===== src/sv/els_pkg.sv =====
// ----------------------------------------------------------------------------
// els_pkg
// Shared types, codes and constants of the electronic load setpoint core.
// ----------------------------------------------------------------------------
`timescale 1ns / 1ps

package els_pkg;

  localparam logic [1:0] FUNC_CC     = 2'd0;
  localparam logic [1:0] FUNC_CR     = 2'd1;
  localparam logic [1:0] FUNC_CP     = 2'd2;
  localparam logic [1:0] FUNC_UNUSED = 2'd3;

  localparam logic [1:0] CFG_ARMED = 2'd0;
  localparam logic [1:0] CFG_LIMIT = 2'd1;
  localparam logic [1:0] CFG_GAIN  = 2'd2;

  localparam logic [15:0] LIMIT_RESET = 16'd5000;
  localparam logic [31:0] GAIN_RESET  = 32'd65536;
  localparam logic [30:0] SET_MAX     = 31'h7FFF_FFFF;

  // numerator width of every divider: setpoint (31 bits) times 1000
  localparam int DIV_NW     = 41;
  localparam int QUEUE_DEPTH = 2;

  // floor(x / 1000) == (x * RECIP_1000) >> RECIP_SHIFT for any 32-bit x
  localparam logic [31:0] RECIP_1000  = 32'h1062_4DD3;
  localparam int          RECIP_SHIFT = 38;

  typedef struct packed {
    logic [1:0]  func;
    logic [30:0] set;
    logic [15:0] volt;
    logic [15:0] imeas;
    logic        zero_div;
  } els_item_t;

  typedef struct packed {
    logic        armed;
    logic [15:0] limit;
    logic [31:0] gain;
  } els_cfg_t;

endpackage


===== src/sv/els_queue.sv =====
// ----------------------------------------------------------------------------
// els_queue
// Short FIFO between the front and the back pipeline.
// ----------------------------------------------------------------------------
`timescale 1ns / 1ps

module els_queue
  import els_pkg::*;
#(
  parameter int DEPTH = QUEUE_DEPTH
) (
  input  logic      clk,
  input  logic      rst_n,
  input  logic      push,
  input  els_item_t push_item,
  output logic      full,
  input  logic      pop,
  output els_item_t pop_item,
  output logic      empty
);

  localparam int PW = (DEPTH > 1) ? $clog2(DEPTH) : 1;
  localparam int CW = $clog2(DEPTH + 1);

  els_item_t        mem [DEPTH];
  logic [PW-1:0]    wr_ptr_r, rd_ptr_r;
  logic [CW-1:0]    count_r;

  assign full     = (count_r == CW'(DEPTH));
  assign empty    = (count_r == '0);
  assign pop_item = mem[rd_ptr_r];

  always_ff @(posedge clk) begin
    if (push) begin
      mem[wr_ptr_r] <= push_item;
    end
  end

  always_ff @(posedge clk) begin
    if (!rst_n) begin
      wr_ptr_r <= '0;
      rd_ptr_r <= '0;
      count_r  <= '0;
    end else begin
      if (push) begin
        wr_ptr_r <= (wr_ptr_r == PW'(DEPTH - 1)) ? '0 : wr_ptr_r + 1'b1;
      end
      if (pop) begin
        rd_ptr_r <= (rd_ptr_r == PW'(DEPTH - 1)) ? '0 : rd_ptr_r + 1'b1;
      end
      count_r <= count_r + CW'(push) - CW'(pop);
    end
  end

endmodule


===== config.mk =====
export PLATFORM = sky130hd
export DESIGN_NAME = els_queue
export DESIGN_NICKNAME = d
export VERILOG_FILES = /design/src/sv/els_pkg.sv /design/src/sv/els_queue.sv
export SDC_FILE = /design/constraint.sdc
export NUM_CORES = 1
export LEC_CHECK = 0
export BUFFER_PORTS_ARGS = -buffer_cell sky130_fd_sc_hd__buf_2
export CORE_MARGIN = 2
export CORE_UTILIZATION = 45
export CTS_CLUSTER_DIAMETER = 80
export CTS_CLUSTER_SIZE = 12
export DETAILED_ROUTE_END_ITERATION = 10
export PLACE_DENSITY = 0.73
export SETUP_SLACK_MARGIN = 0.15
export SLEW_MARGIN = 25
export SYNTH_ARGS = -nofsm -noshare
export SYNTH_HDL_FRONTEND = slang
export SYNTH_SLANG_ARGS = --single-unit

===== constraint.sdc =====
create_clock -name clk -period 4.7 [get_ports clk]
set_input_delay 0.47 -clock clk [delete_from_list [all_inputs] [get_ports clk]]
set_output_delay 0.47 -clock clk [all_outputs]
set_load 0.02 [all_outputs]

; ---- After elaboration in Yosys (flattened, before gate mapping)
; Memory sizes are Yosys's and may differ from the RTL's. A register that Yosys moved wholly into a read port is not among the register bits.
; Cells that the tools add are included.
; W data, S select, Z words.
[word_totals]
regBits = 4
mem_bits_rw = 132
inputBits = 70
out_inout_bits = 68
elab_cells = 16
n_memories = 1
[mem_list]
columns = memory, depth, word_bits, read_ports, rd_ports_with_merged_regs, write_ports, line
row1 = mem, 2, 66, 1, 1, 1, els_queue.sv:25  ; els_item_t mem [DEPTH];
[op_classes]
addsub = 4
n_eq_ne = 1
muxes = 6
n_reduce_logical = 1
[ops]
columns = operator, n
row1 = $mux W1, 6
row2 = $add A1 B1 Y1 const B, 2
row3 = $add A2 B1 Y2, 1
row4 = $eq A2 B2 Y1 const B, 1
row5 = $logic_not A2 Y1, 1
row6 = $sub A2 B1 Y2, 1

; ---- Longest topological paths before layout
[logic_depth]
ltp_word = 4
mapped_depth = 6
mapped_depth_nobuf = 6

; ---- Least setup slack after synthesis
; OpenSTA, ideal clock, no wires.
[synth_path]
path_type = input to register
startpoint = input push
endpoint = memory mem[0][0] (netlist name) (enable)
setup_ns = 0.499
arrival_time_ns = 3.401
t_required_ns = 4.201
path_slack_ns = 0.800
path_stages = 1
path_buffers = 0
cell_sequence = nor2b_1
[synth_via]
elab_chain_len = 2
[synth_lines]
columns = item, line
row1 = from (decl), els_queue.sv:14  ; input logic push,
row2 = $mux W1, els_queue.sv:34  ; if (push) begin
row3 = $mux W1 (not written as such), els_queue.sv:35  ; mem[wr_ptr_r] <= push_item;
row4 = to (decl), els_queue.sv:25
; Every way passes these cells.

==> results_dict.tcl <==
set metrics [dict create \
    status "finished clean" \
    yosysTopAreaCellShare_pct 76.99 \
    path_clk_slew_ps 60 \
    routed_wl_mm 8.434 \
    fin_nets 450 \
    ff2ff_path_depth 2 \
    critPathArrivalTime_ps 1940 \
    synth_top_cell_by_area "edfxtp_1" \
    rrSetupSlack_ps 3120 \
    grtUsageMet1_pct 16.75 \
    start_util_pct 45.68 \
    clock_sinks 137 \
    tightest_slew_ps 916.9 \
    die_height_um 111.0 \
    grt_use_met2_pct 23.07 \
    worst_slack_ps 2292 \
    worstHoldStart "push_item[5]" \
    pin_count 138 \
    clock_path_buffers 2 \
    grt_pass1_vias 2736 \
    switchingPower_uw 682.1 \
    synth_area_um2 5149 \
    fin_worst_hold_slack_ps 250.3 \
    ys_ff_latch 137 \
    fillers 846 \
    p_clk_share_pct 42.0 \
    postSynthCellCount 226 \
    yosysWarnings 0 \
    p_leak_nw 2.599 \
    swShare_pct 22.11 \
    gp_congestion 0.6632 \
    diodes 0 \
    preCtsSetupSlack_ps 2296 \
    grt_overflow_total 0 \
    htree_levels 4 \
    viasPerCell 4.781 \
    avgSynthCellArea_um2 22.78 \
    port_buffers 137 \
    die-area_um2 12310 \
    postCtsSetupRepairBufs 0 \
    grt_pass1_wl_mm 13.34 \
    powerDensity_nw_per_um2 466.8 \
    cts_root_buf "clkbuf_16" \
    synthDistinctLibCells 14 \
    total_power_mw 3.085 \
    crit_fanout 37 \
    synth_nets 298 \
    fmax_mhz 415.3 \
    worst_setup_path_start_kind "flop" \
    maxSlewViolCount 0 \
    r2r_end "mem[0][53]" \
    peakVddDrop_mv 0.2200 \
    rows 39 \
    tns_ps 0 \
    final_cell_mix "buf_2, edfxtp_1, mux2_4" \
    grt_max_degree 67 \
    numCtsBuffers 17 \
    grt-busiest-layer "met2" \
    rsz0062_at_grt "no" \
    layout-drive-gt1-share_pct 60.36 \
    vias 2553 \
    hold_depth 1 \
    hpwl_mm 5.397 \
    layout_commonest_cell "buf_2" \
    final-setup-viol-count 0 \
    hold_violations 0 \
    max-cap-violations 0 \
    comb_power_share_pct 11.3 \
    wl_per_cell_um 15.79 \
    min_period_over_period_pct 51.23 \
    antenna_found_initial 0 \
    drt_iter0_markers 112 \
    fin_crit_ps 2408 \
    cts_tree "yes" \
    ctsResizeCount 0 \
    clk_latency_ps 400 \
    power_frac_seq_pct 46.7 \
    relSlewSlack_pct 38.87 \
    synthTopCellsByArea "edfxtp_1, mux2_4, mux2_2, dfxtp_1, buf_6" \
    cts-hold-fix-buffers 0 \
    grt_usage_pct 14.23 \
    final_antenna_net_count 0 \
    cell_internal_pwr_mw 2.403 \
    synthToLayoutAreaGrowth_pct 28.36 \
    finish.utilization_pct 58.63 \
    drc 0 \
    core_um2 11270 \
    r2r-start "wr_ptr_r" \
    seq_area_frac_synth_pct 78.93 \
    min_to "mem[0][5]" \
    die_w_um 111.0 \
    required_ps 4230 \
    drtPass1Iterations 4 \
    grt_use_met3_pct 6.561 \
    clock_skew_ps 5.482 \
    end_kind "output port" \
    crit_type "flop to output port" \
    holdCritPathClass "primary input to flop" \
]
registers in the layout (all words and copies together), names as in the netlist, named ones only:
name,cells
count_r,2
mem,132
rd_ptr_r,1
wr_ptr_r,1
power groups by stage:
| stage | clock, mW | sequential [mW] | combinational (mW) |
|---|---|---|---|
| after CTS | 1.32 | 1.44 | 0.350 |
| final | 1.30 | 1.44 | 0.348 |
| after global placement | 0 | 1.48 | 0.326 |
| after detailed placement | 0 | 1.47 | 0.349 |
| after global routing | 1.38 | 1.45 | 0.374 |
| after floorplan | 0 | 1.45 | 0.247 |
layer usage:
layer	wire length, um	vias up	share of wire, %
met2	4250	100	50
met4	68	0	0.81
li1	-	1199	-
met5	0	-	0
met1	3473	1248	41
met3	642	6	7.6
worst max path at each step:
| stage | start | endpoint | slack (ps) | depth (start not counted) |
|---|---|---|---|---|
| final | flop | pop_item[61] | 2290 | 3 |
| after global routing | flop | pop_item[55] | 2190 | 3 |
| after CTS | flop | pop_item[55] | 2250 | 3 |
| after detailed placement | push | mem[0][44] | 2300 | 3 |
| after global placement | push | mem[0][52] | 2330 | 3 |
| after floorplan | push | mem[0][0] | 800 | 1 |
logic make-up (layout without fill, tap and decap cells):
| logic type | after synthesis | count (layout) | share of synthesized area [%] |
|---|---|---|---|
| DFF | 137 | 137 | 78.93 |
| xor gates and xnor gates | 2 | 2 | 0.6075 |
| and+or+nand+nor | 9 | 9 | 1.045 |
| adders and majority gates | 2 | 2 | 0.4859 |
| AOI/OAI and AO/OA | 1 | 1 | 0.1459 |
| muxes | 66 | 66 | 17.35 |
| buffers and inverters | 9 | 174 | 1.434 |
per-stage QoR:
stage / std cells / cell area (um^2)
2_1_floorplan: 226 / 5149
3_3_place_gp: 500 / 5968
3_5_place_dp: 501 / 5996
4_1_cts: 533 / 6581
5_1_grt: 534 / 6609
6_report: 534 / 6609
final cells by class:
cell class	count	area, um^2	share of cell area [%]
Multi-Input combinational cell	80	1021	15.45
Inverter	2	7.507	0.1136
Timing Repair Buffer	140	748.2	11.32
Clock buffer	18	429.2	6.494
Sequential cell	137	4068	61.55
Tap cell	143	178.9	2.707
Clock inverter	14	156.4	2.367
worst max-delay path: stages (launching register included):
cell and delay (ps):
dfxtp_4 650, buf_16 310, mux2_2 370, buf_2 160
synthesized netlist by cell type (all sizes together):
master	number
edfxtp	132
mux2	66
xnor3	1
dfxtp	5
o21a	1
and2	4
buf	7
nor2b	4
ha	2
xor2	1
inv	2
nor2	1
Power figures use the tool's default switching activity.
