--- src/sv/els_pkg.sv ---
// ----------------------------------------------------------------------------
// els_pkg
// Shared types, codes and constants of the electronic load setpoint core.
// ----------------------------------------------------------------------------
`timescale 1ns / 1ps

package els_pkg;

  localparam logic [1:0] FUNC_CC     = 2'd0;
  localparam logic [1:0] FUNC_CR     = 2'd1;
  localparam logic [1:0] FUNC_CP     = 2'd2;
  localparam logic [1:0] FUNC_UNUSED = 2'd3;

  localparam logic [1:0] CFG_ARMED = 2'd0;
  localparam logic [1:0] CFG_LIMIT = 2'd1;
  localparam logic [1:0] CFG_GAIN  = 2'd2;

  localparam logic [15:0] LIMIT_RESET = 16'd5000;
  localparam logic [31:0] GAIN_RESET  = 32'd65536;
  localparam logic [30:0] SET_MAX     = 31'h7FFF_FFFF;

  // numerator width of every divider: setpoint (31 bits) times 1000
  localparam int DIV_NW     = 41;
  localparam int QUEUE_DEPTH = 2;

  // floor(x / 1000) == (x * RECIP_1000) >> RECIP_SHIFT for any 32-bit x
  localparam logic [31:0] RECIP_1000  = 32'h1062_4DD3;
  localparam int          RECIP_SHIFT = 38;

  typedef struct packed {
    logic [1:0]  func;
    logic [30:0] set;
    logic [15:0] volt;
    logic [15:0] imeas;
    logic        zero_div;
  } els_item_t;

  typedef struct packed {
    logic        armed;
    logic [15:0] limit;
    logic [31:0] gain;
  } els_cfg_t;

endpackage

--- src/sv/els_if.sv ---
// ----------------------------------------------------------------------------
// els_if
// Request, result and configuration channels of the setpoint core.
// ----------------------------------------------------------------------------
`timescale 1ns / 1ps

interface els_in_if;
  logic               valid;
  logic               ready;
  logic        [1:0]  func;
  logic signed [31:0] set_value;
  logic        [15:0] volt_mv;
  logic        [15:0] meas_current_ma;
  modport source (output valid, func, set_value, volt_mv, meas_current_ma, input ready);
  modport sink   (input valid, func, set_value, volt_mv, meas_current_ma, output ready);
endinterface


--- src/sv/els_front.sv ---
// ----------------------------------------------------------------------------
// els_front
// Accepts requests, drops negative setpoints and unused codes, flags zero
// divisors and hands valid items to the queue.
// ----------------------------------------------------------------------------
`timescale 1ns / 1ps

module els_front
  import els_pkg::*;
(
  input  logic      clk,
  input  logic      rst_n,
  els_in_if.sink    in_ch,
  input  logic      q_full,
  output logic      q_push,
  output els_item_t q_item
);

  logic      fr_valid_r, fr_valid_nxt;
  els_item_t fr_item_r;
  logic      accept, keep, zd;

  assign q_push      = fr_valid_r && !q_full;
  assign q_item      = fr_item_r;
  assign in_ch.ready = !fr_valid_r || !q_full;
  assign accept      = in_ch.valid && in_ch.ready;

  always_comb begin
    keep = !in_ch.set_value[31] && (in_ch.func != FUNC_UNUSED);
    case (in_ch.func)
      FUNC_CR: zd = (in_ch.set_value[30:0] == '0);
      FUNC_CP: zd = (in_ch.volt_mv == '0);
      default: zd = 1'b0;
    endcase
  end

  always_comb begin
    fr_valid_nxt = fr_valid_r;
    if (accept) begin
      fr_valid_nxt = keep;
    end else if (q_push) begin
      fr_valid_nxt = 1'b0;
    end
  end

  always_ff @(posedge clk) begin
    if (!rst_n) begin
      fr_valid_r <= 1'b0;
    end else begin
      fr_valid_r <= fr_valid_nxt;
    end
  end

  always_ff @(posedge clk) begin
    if (accept) begin
      fr_item_r.func     <= in_ch.func;
      fr_item_r.set      <= in_ch.set_value[30:0];
      fr_item_r.volt     <= in_ch.volt_mv;
      fr_item_r.imeas    <= in_ch.meas_current_ma;
      fr_item_r.zero_div <= zd;
    end
  end

endmodule

--- src/flat_wrapper.sv ---
// flat-port wrapper written by rule: the top's interface ports become plain ports
module els_front_flat import els_pkg::*;
  (clk, rst_n, q_full, q_push, q_item, in_ch_valid, in_ch_func, in_ch_set_value, in_ch_volt_mv, in_ch_meas_current_ma, in_ch_ready);
  els_in_if in_ch_i ();
  input  logic clk;
  input  logic rst_n;
  input  logic q_full;
  output logic q_push;
  output els_item_t q_item;
  input wire logic [$bits(in_ch_i.valid)-1:0] in_ch_valid;
  input wire logic [$bits(in_ch_i.func)-1:0] in_ch_func;
  input wire logic [$bits(in_ch_i.set_value)-1:0] in_ch_set_value;
  input wire logic [$bits(in_ch_i.volt_mv)-1:0] in_ch_volt_mv;
  input wire logic [$bits(in_ch_i.meas_current_ma)-1:0] in_ch_meas_current_ma;
  output wire logic [$bits(in_ch_i.ready)-1:0] in_ch_ready;
  assign in_ch_i.valid = in_ch_valid;
  assign in_ch_i.func = in_ch_func;
  assign in_ch_i.set_value = in_ch_set_value;
  assign in_ch_i.volt_mv = in_ch_volt_mv;
  assign in_ch_i.meas_current_ma = in_ch_meas_current_ma;
  assign in_ch_ready = in_ch_i.ready;
  els_front u_core (.clk(clk), .rst_n(rst_n), .in_ch(in_ch_i), .q_full(q_full), .q_push(q_push), .q_item(q_item));
endmodule
--- config.mk ---
export PLATFORM = sky130hd
export DESIGN_NAME = els_front_flat
export DESIGN_NICKNAME = d
export VERILOG_FILES = /design/src/sv/els_pkg.sv /design/src/sv/els_if.sv /design/src/sv/els_front.sv /design/src/flat_wrapper.sv
export SDC_FILE = /design/constraint.sdc
export NUM_CORES = 1
export LEC_CHECK = 0
export BUFFER_PORTS_ARGS = -buffer_cell sky130_fd_sc_hd__buf_2
export CELL_PAD_IN_SITES_DETAIL_PLACEMENT = 1
export CELL_PAD_IN_SITES_GLOBAL_PLACEMENT = 1
export CORE_AREA = 5 5 92 94
export DETAILED_ROUTE_END_ITERATION = 12
export DIE_AREA = 0 0 97 99
export PLACE_DENSITY_LB_ADDON = 0.25
export SETUP_SLACK_MARGIN = 0.2
export SYNTH_ARGS = -nofsm -noshare
export SYNTH_HDL_FRONTEND = slang
export SYNTH_SLANG_ARGS = --single-unit
--- constraint.sdc ---
create_clock -name clk -period 2.73 [get_ports clk]
set_clock_uncertainty 0.05 [all_clocks]
set_input_delay 0.819 -clock clk [delete_from_list [all_inputs] [get_ports clk]]
set_output_delay 0.819 -clock clk [all_outputs]
set_load 0.01 [all_outputs]
==> After elaboration in Yosys (flattened, before gate mapping) <==
Index checks and enable logic that the tools add are counted.
{ "totals": {"register_bits": 67, "latch_bits": 0, "ramBits": 0, "rom_bits": 0, "out_inout_bits": 68, "elab_cells": 22, "memories": 0} }
{ "classes": {"n_addsub": 0, "n_mul": 0, "div_mod_pow": 0, "order_cmp": 0, "eq_ne": 3, "shift": 0, "mux": 3, "bitwise": 0, "n_reduce_logical": 10} }
{ "op_table": {"columns": ["operator", "count"], "rows": [
  ["$logic_not A31 Y1", 1],
  ["$logic_not A16 Y1", 1],
  ["$logic_and A1 B1 Y1", 3],
  ["$logic_not A1 Y1", 3],
  ["$eq A2 B1 Y1 const B", 1],
  ["$eq A2 B2 Y1 const B", 1],
  ["$mux W1", 2],
  ["$ne A2 B2 Y1 const B", 1],
  ["$pmux W1 S2", 1],
  ["$reduce_bool A2 Y1", 1],
  ["$logic_or A1 B1 Y1", 1]
]} }

==> Logic depth before layout (Yosys ltp) <==
{ "logic_depth": {"depth_word": 4, "ltp_mapped": 6, "depth_no_buf": 6} }

==> Worst setup path before layout <==
OpenSTA, ideal clock, no wires.
{ "synth_path": {"path_kind": "input-to-reg", "from": "input q_full", "to": "register u_core.fr_item_r, in the netlist u_core.q_item[0], enable pin", "setup_ps": 431, "t_arrival_ps": 2534, "path_slack_ps": -285, "stages": 2, "path_buffers": 0, "cell_sequence": "nand2_1 > and2_1"} }
{ "synth_between": {"elab_chain_cells": 3} }
{ "synth_rtl": {"columns": ["element", "line", "text"], "rows": [
  ["from (decl)", "flat_wrapper.sv:7", "input logic q_full;"],
  ["$logic_not A1 Y1", "els_front.sv:25", "assign in_ch.ready = !fr_valid_r || !q_full;"],
  ["$logic_or A1 B1 Y1", "els_front.sv:25", null],
  ["$logic_and A1 B1 Y1", "els_front.sv:26", "assign accept = in_ch.valid && in_ch.ready;"],
  ["named net u_core.accept", "els_front.sv:21", "logic accept, keep, zd;"],
  ["to (decl)", "els_front.sv:20", "els_item_t fr_item_r;"]
]} }
The timed path passes the listed nets, and every way through them passes these cells.
A chain may end at the register's enable or synchronous reset.

==> Final worst setup path <==
{ "layout_path": {"from": "input q_full", "to": "output q_push"} }
{ "layout_between": {"elab_chain_cells": 2} }
{ "layout_rtl": {"columns": ["element", "line", "text"], "rows": [
  ["$logic_not A1 Y1", "els_front.sv:23", "assign q_push = fr_valid_r && !q_full;"],
  ["$logic_and A1 B1 Y1", "els_front.sv:23", null],
  ["to (decl)", "flat_wrapper.sv:8", "output logic q_push;"]
]} }
No other way between the ends.

==> impl_metrics.json <==
{
  "nets": 319,
  "cts_max_path_buffers": 2,
  "seqCellArea_sq_um": 2000,
  "grt_pass1_wl_um": 8600,
  "vias": 1503,
  "worstMarginPinSlew_ns": 0.458,
  "cts_tree": "yes",
  "worst_hold_startpoint": "u_core.fr_valid_r",
  "antenna_found_initial": 0,
  "die_width_um": 97,
  "clockRootBuffer": "clkbuf_8",
  "diodes": 0,
  "cp.arrival_ns": 1.15,
  "crit_path_max_fanout": 2,
  "overflow": 0,
  "die_h_um": 99,
  "routabilityCongestion": 0.698,
  "r2r_start": "u_core.fr_valid_r",
  "grt_pass1_vias": 1638,
  "dr.pass1.iters": 4,
  "fill_cells": 835,
  "ir_drop_mv": 0.316,
  "outcome": "complete, no violations",
  "ys_seq_area_frac": 0.908,
  "area_delta_synth_final_pct": 47.5,
  "wirelength_um": 5650,
  "cts_num_sinks": 67,
  "min_period_over_period": 0.740,
  "track_usage": 0.121,
  "rows": 32,
  "wl_met1_um": 2290,
  "hold-path-endpoint": "u_core.fr_valid_r",
  "critPathCaptureType": "output pin",
  "dr_wl_met2_um": 2600,
  "ys_seq_elements": 67,
  "avgRoutedWirePerCell_um": 16.0,
  "muxShareOfSynthArea": 0,
  "yosysTopAreaCell": "edfxtp_1",
  "yosys.area_share.xor_xnor": 0,
  "r2r_end": "u_core.q_item[40]",
  "yosysWarningCount": 0,
  "multi_input_area_sq_um": 198,
  "top_layer": "met4",
  "reg2reg_slack_ns": 1.37,
  "synth_edf_count": 66,
  "drc_errors": 0,
  "htree_levels": 3,
  "die-area_sq_um": 9600,
  "coreArea_sq_um": 7570,
  "hp-class": "register to register",
  "syn_avg_cell_area_sq_um": 23.0,
  "netlist.area_leader.share": 0.898,
  "cts_setup_buffers": 0,
  "synth_area_leaders": "edfxtp_1, nor4_1, ha_1",
  "power.leakage_nw": 1.37,
  "viasPerCell": 4.26,
  "critPathLaunchType": "primary input",
  "clkLatencyLatePin_ns": 0.34,
  "start_util": 0.292,
  "max_cap_viol_count": 0,
  "power_density_nw_per_um2": 704,
  "hold_depth": 2,
  "synth_top_family_by_area": "simple AND/OR/NAND/NOR gates",
  "synth_fa_ha_area_frac": 0.0170,
  "critPathRequiredTime_ns": 1.86,
  "grt_max_degree": 36,
  "drive_gt1_frac": 0.625,
  "hold_violations": 0,
  "syn-num-nets": 169,
  "async_reset_ff_frac": 0,
  "syn_area_sq_um": 2210,
  "place.detailed.hpwl_um": 4440,
  "clk_pin_slew_ns": 0.07,
  "setup.worst_path.class": "primary input to output pin",
  "antenna_left": 0,
  "finalMaxSlewViolations": 0,
  "wl_met3_um": 667,
  "setup_tns_ns": 0,
  "cts_buffers": 9,
  "io_buffers": 137,
  "hold_buffers": 0,
  "synth-main-ff-cell": "edfxtp_1",
  "synthSimpleGateAreaFrac": 0.0647,
  "holdWs_ns": 0.464,
  "synth_compound_area_frac": 0.00737,
  "drt_iter0_drc": 33,
  "synthDistinctLibCells": 16,
  "cts_resized": 0,
  "relSlewSlack": 0.695,
  "fin_crit_ns": 2.02,
  "setup_viol": 0,
  "io_pins": 138,
  "netlist_instances": 96,
  "rsz0062_at_grt": "no",
  "clock.fmax_ghz": 0.495,
  "reg2regPathDepth": 3
}
[layer usage]
layer	vias to the layer above	track usage
li1	695	-
met1	701	0.134
met2	95	0.187
met3	12	0.0708
met4	0	0.0551
met5	-	0
[critical path, cell delays in order]
cell	delay (ns)
buf_2	0.10
nor2b_1	0.09
buf_2	0.14
[flip-flops by register name, indices dropped and copies added, names as in the netlist]
register,cells
u_core.fr_valid_r,1
u_core.q_item,66
[cells in the final DEF (no fill, tap or decap), drive strengths merged]
cell	synthesis	routed
a21boi	1	1
and2	1	1
buf	0	139
bufinv	0	2
clkbuf	0	10
clkinv	0	3
clkinvlp	0	1
dfxtp	1	1
edfxtp	66	66
ha	3	3
inv	2	2
nand2	2	2
nand4	3	3
nor2	3	3
nor2b	1	1
nor4	9	9
nor4b	2	2
o22a	1	1
or3	1	1
[cells by family after synthesis]
| family | Yosys count |
|---|---|
| AOI/OAI and AO/OA | 2 |
| buffers and inverters | 2 |
| adders and majority gates | 3 |
| and+or+nand+nor | 22 |
| DFF | 67 |
[synth_stat cells (2+ instances only)]
| master | number |
|---|---|
| edfxtp_1 | 66 |
| inv_1 | 2 |
| nor4_1 | 8 |
| ha_1 | 3 |
| nand4_1 | 3 |
| nor2_1 | 3 |
| nand2_1 | 2 |
[worst max-delay path by stage]
stage,from,to,slack (ns),cells after the start
floorplan,q_full,u_core.q_item[0],0.44,2
global placement,in_ch_func[1],u_core.q_item[0],0.49,7
detailed placement,in_ch_func[1],u_core.q_item[0],0.50,7
CTS,q_full,q_push,0.71,3
global route,q_full,in_ch_ready,0.70,3
finish,q_full,q_push,0.71,3
[power breakdown]
group | total (W) | internal (W) | switching [W] | leakage, nW
combinational | 0.000186 | 0.0000797 | 0.000106 | 0.609
sequential | 0.00121 | 0.00120 | 0.0000128 | 0.652
clock | 0.000890 | 0.000516 | 0.000375 | 0.106
[through the flow]
stage | total power (W) | worst slack [ns] | cells | area (sq um) | utilization
5_1_grt | 0.00239 | 0.697 | 353 | 3250 | 0.430
3_5_place_dp | 0.00143 | 0.498 | 337 | 3040 | 0.401
3_3_place_gp | 0.00142 | 0.490 | 337 | 3040 | 0.401
2_1_floorplan | 0.00130 | 0.436 | 96 | 2210 | -
6_report | 0.00229 | 0.710 | 353 | 3250 | 0.430
4_1_cts | 0.00233 | 0.708 | 353 | 3250 | 0.430
[cell type report]
| class | count | share of cell area |
|---|---|---|
| tap | 102 | 0.0392 |
| clock inverter | 6 | 0.0277 |
| multi-input combinational | 27 | 0.0608 |
| timing repair buffer | 139 | 0.215 |
| sequential | 67 | 0.615 |
| clock buffer | 10 | 0.0392 |
| inverter | 2 | 0.00231 |
Power figures use the tool's default switching activity.
